--- src/hsv2rgb_pkg.sv ---
// ----------------------------------------------------------------------------
// hsv2rgb_pkg: shared types and constants for the hsv to rgb converter
// Pixel payload structs, fixed-point widths and the hue sector codes.
// ----------------------------------------------------------------------------
`default_nettype none

package hsv2rgb_pkg;

  localparam int HUE_BITS   = 16;
  localparam int FRAC_BITS  = 16;
  localparam int CHAN_BITS  = 8;
  localparam int FULL_SCALE = 255;

  // 255 * 2^16, the denominator of the q and t terms
  localparam logic [FRAC_BITS+CHAN_BITS-1:0] DEN =
    (FRAC_BITS+CHAN_BITS)'(FULL_SCALE) << FRAC_BITS;

  typedef struct packed {
    logic [HUE_BITS-1:0]  hue;
    logic [CHAN_BITS-1:0] saturation;
    logic [CHAN_BITS-1:0] brightness;
  } hsv_t;

  typedef struct packed {
    logic [CHAN_BITS-1:0] red;
    logic [CHAN_BITS-1:0] green;
    logic [CHAN_BITS-1:0] blue;
  } rgb_t;

  typedef enum logic [2:0] {
    SECTOR_RED     = 3'd0,
    SECTOR_YELLOW  = 3'd1,
    SECTOR_GREEN   = 3'd2,
    SECTOR_CYAN    = 3'd3,
    SECTOR_BLUE    = 3'd4,
    SECTOR_MAGENTA = 3'd5
  } sector_t;

endpackage

`default_nettype wire

--- src/hsv2rgb_div255.sv ---
// ----------------------------------------------------------------------------
// hsv2rgb_div255: floor(x / 255) for a 16-bit x no larger than 255 * 255
// Reciprocal estimate x*257 >> 16 is registered, then one compare and
// increment corrects it; the corrected quotient is left combinational.
// ----------------------------------------------------------------------------
`default_nettype none

module hsv2rgb_div255 (
  input  wire logic                                clk,
  input  wire logic                                en,
  input  wire logic [2*hsv2rgb_pkg::CHAN_BITS-1:0] x,
  output logic      [hsv2rgb_pkg::CHAN_BITS-1:0]   q
);
  import hsv2rgb_pkg::*;

  localparam int XW = 2 * CHAN_BITS;

  logic [XW+CHAN_BITS:0] prod;
  logic [XW-1:0]         x1;
  logic [CHAN_BITS-1:0]  q0;
  logic [XW-1:0]         q0_scaled;
  logic [XW-1:0]         rem;

  // estimate is never above the true quotient and at most one below
  assign prod = (XW+CHAN_BITS+1)'({x, {CHAN_BITS{1'b0}}}) + (XW+CHAN_BITS+1)'(x);

  always_ff @(posedge clk) begin
    if (en) begin
      x1 <= x;
      q0 <= prod[XW+CHAN_BITS-1:XW];
    end
  end

  assign q0_scaled = XW'({q0, {CHAN_BITS{1'b0}}}) - XW'(q0);
  assign rem       = x1 - q0_scaled;
  assign q         = q0 + CHAN_BITS'(rem >= XW'(FULL_SCALE));

endmodule

`default_nettype wire

--- src/hsv_to_rgb_convert.sv ---
// ----------------------------------------------------------------------------
// hsv_to_rgb_convert: fixed-point hsv to rgb pixel converter
// Five-stage pipeline, one pixel per clock while rgb_stall is low.
// ----------------------------------------------------------------------------
// Usage:
//   hsv channel: hsv_valid/hsv_stall/hsv carry hue, saturation, brightness.
//   A transaction completes on a clock edge with valid high and stall low.
//   rgb channel: rgb_valid/rgb_stall/rgb carry red, green, blue, one result
//   per input transaction, in order.
//   Throughput is one pixel per cycle while rgb_stall is low; the stages
//   are hue scaling, the f*s product, the brightness products, the
//   divide-by-255 estimate, and the correction plus channel selection
//   into the output register.
//   Empty stages fill even while the output is stalled, so hsv_stall rises
//   only once every stage holds a pixel and rgb_stall is high.
//   A held result stays unchanged on rgb until it is taken.
//   Synchronous reset empties the pipeline; nothing else holds state.
// ----------------------------------------------------------------------------
`default_nettype none

module hsv_to_rgb_convert (
  input  wire logic               clk,
  input  wire logic               rst,
  input  wire logic               hsv_valid,
  output logic                    hsv_stall,
  input  wire hsv2rgb_pkg::hsv_t  hsv,
  output logic                    rgb_valid,
  input  wire logic               rgb_stall,
  output hsv2rgb_pkg::rgb_t       rgb
);
  import hsv2rgb_pkg::*;

  localparam int H6W = HUE_BITS + 3;
  localparam int NW  = FRAC_BITS + CHAN_BITS;
  localparam int XW  = 2 * CHAN_BITS;

  // stage valids and advance enables
  logic v1, v2, v3, v4;
  logic en1, en2, en3, en4, en5;

  assign en5 = !rgb_valid || !rgb_stall;
  assign en4 = !v4 || en5;
  assign en3 = !v3 || en4;
  assign en2 = !v2 || en3;
  assign en1 = !v1 || en2;
  assign hsv_stall = !en1;

  always_ff @(posedge clk) begin
    if (rst) begin
      v1        <= 1'b0;
      v2        <= 1'b0;
      v3        <= 1'b0;
      v4        <= 1'b0;
      rgb_valid <= 1'b0;
    end else begin
      if (en1) v1 <= hsv_valid;
      if (en2) v2 <= v1;
      if (en3) v3 <= v2;
      if (en4) v4 <= v3;
      if (en5) rgb_valid <= v4;
    end
  end

  // stage 1: hue times six into sector and fraction, p numerator
  logic [H6W-1:0]                h6;
  logic [HUE_BITS+FRAC_BITS-1:0] frac_wide;
  logic [CHAN_BITS-1:0]          sat_inv;

  assign h6        = H6W'({hsv.hue, 2'b00}) + H6W'({hsv.hue, 1'b0});
  assign frac_wide = {h6[HUE_BITS-1:0], {FRAC_BITS{1'b0}}};
  assign sat_inv   = CHAN_BITS'(FULL_SCALE) - hsv.saturation;

  logic [2:0]           sector1;
  logic [FRAC_BITS-1:0] f1;
  logic [CHAN_BITS-1:0] s1, bv1;
  logic [XW-1:0]        pn1;

  always_ff @(posedge clk) begin
    if (en1) begin
      sector1 <= h6[H6W-1:HUE_BITS];
      f1      <= frac_wide[HUE_BITS+FRAC_BITS-1 -: FRAC_BITS];
      s1      <= hsv.saturation;
      bv1     <= hsv.brightness;
      pn1     <= XW'(hsv.brightness) * XW'(sat_inv);
    end
  end

  // stage 2: q and t numerators
  logic [NW-1:0] fs;
  logic [NW:0]   nt_full;

  assign fs      = NW'(f1) * NW'(s1);
  assign nt_full = (NW+1)'(DEN) - (NW+1)'({s1, {FRAC_BITS{1'b0}}}) + (NW+1)'(fs);

  logic [2:0]           sector2;
  logic [CHAN_BITS-1:0] bv2;
  logic [XW-1:0]        pn2;
  logic [NW-1:0]        nq2, nt2;

  always_ff @(posedge clk) begin
    if (en2) begin
      sector2 <= sector1;
      bv2     <= bv1;
      pn2     <= pn1;
      nq2     <= DEN - fs;
      nt2     <= nt_full[NW-1:0];
    end
  end

  // stage 3: scale by brightness, drop the 2^16 part of the denominator
  logic [NW+CHAN_BITS-1:0] mq, mt;

  assign mq = (NW+CHAN_BITS)'(bv2) * (NW+CHAN_BITS)'(nq2);
  assign mt = (NW+CHAN_BITS)'(bv2) * (NW+CHAN_BITS)'(nt2);

  logic [2:0]           sector3;
  logic [CHAN_BITS-1:0] bv3;
  logic [XW-1:0]        pn3, yq3, yt3;

  always_ff @(posedge clk) begin
    if (en3) begin
      sector3 <= sector2;
      bv3     <= bv2;
      pn3     <= pn2;
      yq3     <= mq[NW+CHAN_BITS-1:FRAC_BITS];
      yt3     <= mt[NW+CHAN_BITS-1:FRAC_BITS];
    end
  end

  // stage 4: divide by 255, estimate registered inside the dividers
  logic [2:0]           sector4;
  logic [CHAN_BITS-1:0] bv4;
  logic [CHAN_BITS-1:0] p, q, t;

  always_ff @(posedge clk) begin
    if (en4) begin
      sector4 <= sector3;
      bv4     <= bv3;
    end
  end

  hsv2rgb_div255 u_div_p (.clk(clk), .en(en4), .x(pn3), .q(p));
  hsv2rgb_div255 u_div_q (.clk(clk), .en(en4), .x(yq3), .q(q));
  hsv2rgb_div255 u_div_t (.clk(clk), .en(en4), .x(yt3), .q(t));

  // stage 5: channel arrangement per sector
  rgb_t rgb_next;

  always_comb begin
    case (sector4)
      SECTOR_RED:    rgb_next = '{red: bv4, green: t,   blue: p};
      SECTOR_YELLOW: rgb_next = '{red: q,   green: bv4, blue: p};
      SECTOR_GREEN:  rgb_next = '{red: p,   green: bv4, blue: t};
      SECTOR_CYAN:   rgb_next = '{red: p,   green: q,   blue: bv4};
      SECTOR_BLUE:   rgb_next = '{red: t,   green: p,   blue: bv4};
      default:       rgb_next = '{red: bv4, green: p,   blue: q};
    endcase
  end

  always_ff @(posedge clk) begin
    if (en5) begin
      rgb <= rgb_next;
    end
  end

endmodule

`default_nettype wire
--- config.mk ---
export PLATFORM = sky130hd
export DESIGN_NAME = hsv_to_rgb_convert
export DESIGN_NICKNAME = d
export VERILOG_FILES = /design/src/hsv2rgb_pkg.sv /design/src/hsv2rgb_div255.sv /design/src/hsv_to_rgb_convert.sv
export SDC_FILE = /design/constraint.sdc
export NUM_CORES = 2
export LEC_CHECK = 0
export ABC_AREA = 1
export ABC_CLOCK_PERIOD_IN_PS = 9800
export BUFFER_PORTS_ARGS = -buffer_cell sky130_fd_sc_hd__buf_2
export CAP_MARGIN = 15
export CORE_MARGIN = 2
export CORE_UTILIZATION = 45
export DETAILED_ROUTE_END_ITERATION = 8
export PLACE_DENSITY = 0.59
export SETUP_SLACK_MARGIN = 0.3
export SYNTH_ARGS = -nofsm -noshare
export SYNTH_HDL_FRONTEND = slang
export SYNTH_SLANG_ARGS = --single-unit
--- constraint.sdc ---
create_clock -name clk -period 9.8 [get_ports clk]
set_input_delay 0.98 -clock clk [delete_from_list [all_inputs] [get_ports clk]]
set_output_delay 0.98 -clock clk [all_outputs]
set_load 0.01 [all_outputs]
==> metrics.md <==
| Metric | Value |
|---|---|
| Worst-path clk slew | `about 0.07 ns` |
| Status | `completed` |
| WL/cell | `~15 um` |
| Crit-path max FO | `17` |
| Syn Area/Cell | `around 8.6 sq um` |
| Initial DRC Count | `1236` |
| EDFF count, synth | `~290` |
| Clock Latency Late Sink | `between 0.5 and 0.6 ns` |
| Reg2Reg Depth | `30` |
| Design area | `35500 sq um` |
| MaxCap Viol Count | `0` |
| Cells after synthesis | `3859` |
| Worst-margin pin slew | `approximately 1.1 ns` |
| Global-route wire length before repair | `approximately 120 mm` |
| CORE AREA | `roughly 73000 sq um` |
| Antenna Nets Post-Route | `0` |
| Slack of the critical path | `around 3.4 ns` |
| TritonRoute pass-1 iters | `5` |
| Post-synth ARST share | `0%` |
| Post-synth top area share | `26.0%` |
| Residual DRC count | `0` |
| Vias/cell | `roughly 4.9` |
| Worst path max stage delay | `approximately 0.84 ns` |
| Layout cells sized above 1 | `under 10%` |
| RSZ-0062 raised after global routing | `no` |
| Normalized max-slew margin | `between 20% and 30%` |
| Reg area | `around 8700 sq um` |
| FMAX | `between 150 and 200 MHz` |
| Setup Fix Bufs, Post-CTS | `0` |
| Final Hold Viols | `0` |
| Die H | `276 um` |
| Overall routed net length | `between 70 and 80 mm` |
| Horiz. Die Dim | `about 280 um` |
| Synth Warn # | `0` |
| Largest net degree at the start of global routing | `76` |
| Layout Skew | `0.0246 ns` |
| GRT Overall Usage | `between 10% and 20%` |
| Antenna Cells | `0` |
| Port buffer count | `61` |
| Final weighted congestion of routability-driven global placement | `approximately 0.86` |
| Final setup viols | `0` |
| Initial antenna violation count | `0` |
| CP Depth | `30` |
| Fin nets | `4594` |
| CP Data Arrival Time | `about 6.7 ns` |
| Critical path's most frequent cell | `nand2_1` |
| Crit end category | `register` |
| Multi-input logic area | `around 20000 sq um` |
| Max clock buf depth | `3` |
| Placed Area | `34300 sq um` |
| H-tree depth | `2` |
| Synth Cell Area | `roughly 33000 sq um` |
| Post-cts sizing count | `0` |
| Area Overhead vs Synth | `7.02%` |
| Initial core utilization | `45.5%` |
| Synth Flop Type | `edfxtp_1` |
| Seq/Total Area, Yosys | `about a quarter` |
| CP startpoint kind | `register` |
| Most common cell after layout, fill and taps aside | `nand2_1` |
| Synth cell types | `60` |
| Dominant cells by area after synthesis | `edfxtp_1, fa_1, ha_1` |
| Clk Tree Root Cell | `clkbuf_16` |
| Crit path kind | `reg2reg` |
| CTS tree | `yes` |
| Tcrit/Tclk final | `approximately 65%` |
| CP Buf/Inv Count | `4` |
| Commonest non-fill, non-tap cells in the layout | `nand2_1, inv_1, fa_1` |
| Hold depth | `0` |
| Rows | `between 90 and 100` |
| Syn_nets | `between 4000 and 5000` |
| Required @ worst endpoint | `approximately 10 ns` |
| Crit-path leading delay family | `adder cells` |
| # fillers | `~7100` |
| Hold buffer count at CTS | `0` |
| Tmin final | `~6.4 ns` |
| Worst hold path class | `reg2reg` |
| Grt ovf | `0` |
| Routed via count | `~24000` |
| Worst slack, placed | `3.43 ns` |
| Clk sinks | `approximately 300` |
| Max stage delay cell, worst path | `edfxtp_1` |
| Area leader, netlist | `edfxtp_1` |
| IO Count | `62` |
| Die area | `76000 sq um` |
| Post-DP HPWL | `approximately 58 mm` |
| Vias in the first global route | `23891` |
| Yosys reg bits | `about 300` |
| Setup tns final | `0 ns` |
| Final Max Slew Viols | `0` |
| CTS buffer count | `34` |
layer usage:
layer / wire [um] / GRT usage, %
met2: 33600 / 32.9
met3: 2570 / 2.13
met1: 34000 / 27.4
met4: 1530 / 4.75
met5: 0 / 0
synth_stat cells, drive strengths merged, types with 2 or more instances:
cell type,count
a21oi,192
clkbuf,106
a31o,3
ha,341
xnor2,55
nand3,93
xor2,105
o21bai,13
a31oi,16
a211oi,4
o21a,13
nor4,5
fa,365
clkinv,3
and2,2
a21o,6
a21boi,9
edfxtp,288
o21ai,91
nor3,32
nand3b,2
o2111ai,10
inv,902
dfxtp,5
o221ai,12
or2,3
nand2,928
nor2,189
o31ai,5
a22oi,4
o22ai,8
buf,10
nand4,33
registers in the layout (all words and copies together), names as in the netlist, 15 cells and up:
name and count:
rgb 24, nt2 22, pn3 16, pn2 16, yq3 16, pn1 16, u_div_p.x1 16, u_div_q.x1 16
yt3 16, nq2 23, u_div_t.x1 16, f1 15
worst reg2reg max path, delay by kind of cell (launching register included):
family,cells,cell delay (ns)
and+or+nand+nor,17,1.48
xor gates and xnor gates,1,0.33
AOI/OAI and AO/OA,2,0.42
adders and majority gates,6,2.77
DFF,1,0.84
buffers and inverters,4,0.28
path summary, 6_finish.rpt:
check                             from       to  slack [ns]
worst max-delay path             s1[2]  nt2[21]        3.42
worst min-delay path            bv3[1]   bv4[1]        0.42
worst max register to register   s1[2]  nt2[21]        3.42
worst min register to register  bv3[1]   bv4[1]        0.42
cell families (layout without fill, tap and decap cells):
| logic type | count (synthesis) | after routing | share of synthesized area, % |
|---|---|---|---|
| flops | 293 | 293 | 26.3 |
| fa+ha+maj | 706 | 706 | 34.9 |
| simple gates | 1287 | 1287 | 15.9 |
| compound gates | 391 | 391 | 6.87 |
| xor+xnor | 161 | 161 | 4.36 |
| buf+inv | 1021 | 1040 | 11.7 |
final cells by class:
class / instances / share of cell area, %
Inverter: 905 / 9.57
Sequential cell: 293 / 24.6
Multi-Input combinational cell: 2545 / 57.9
Clock buffer: 37 / 2.45
Clock inverter: 25 / 0.968
Tap cell: 959 / 3.38
Timing Repair Buffer: 73 / 1.11
per-stage QoR:
stage	std cells	hold slack, ns	utilization, %
6_report	4837	0.417	48.7
5_1_grt	4837	0.424	48.7
4_1_cts	4837	0.419	48.7
3_5_place_dp	4775	0.405	47.0
3_3_place_gp	4775	0.400	47.0
2_1_floorplan	3859	0.400	-
Power is not shown: default switching activity piles up to over one toggle a cycle in this logic, so the estimate is an artifact.
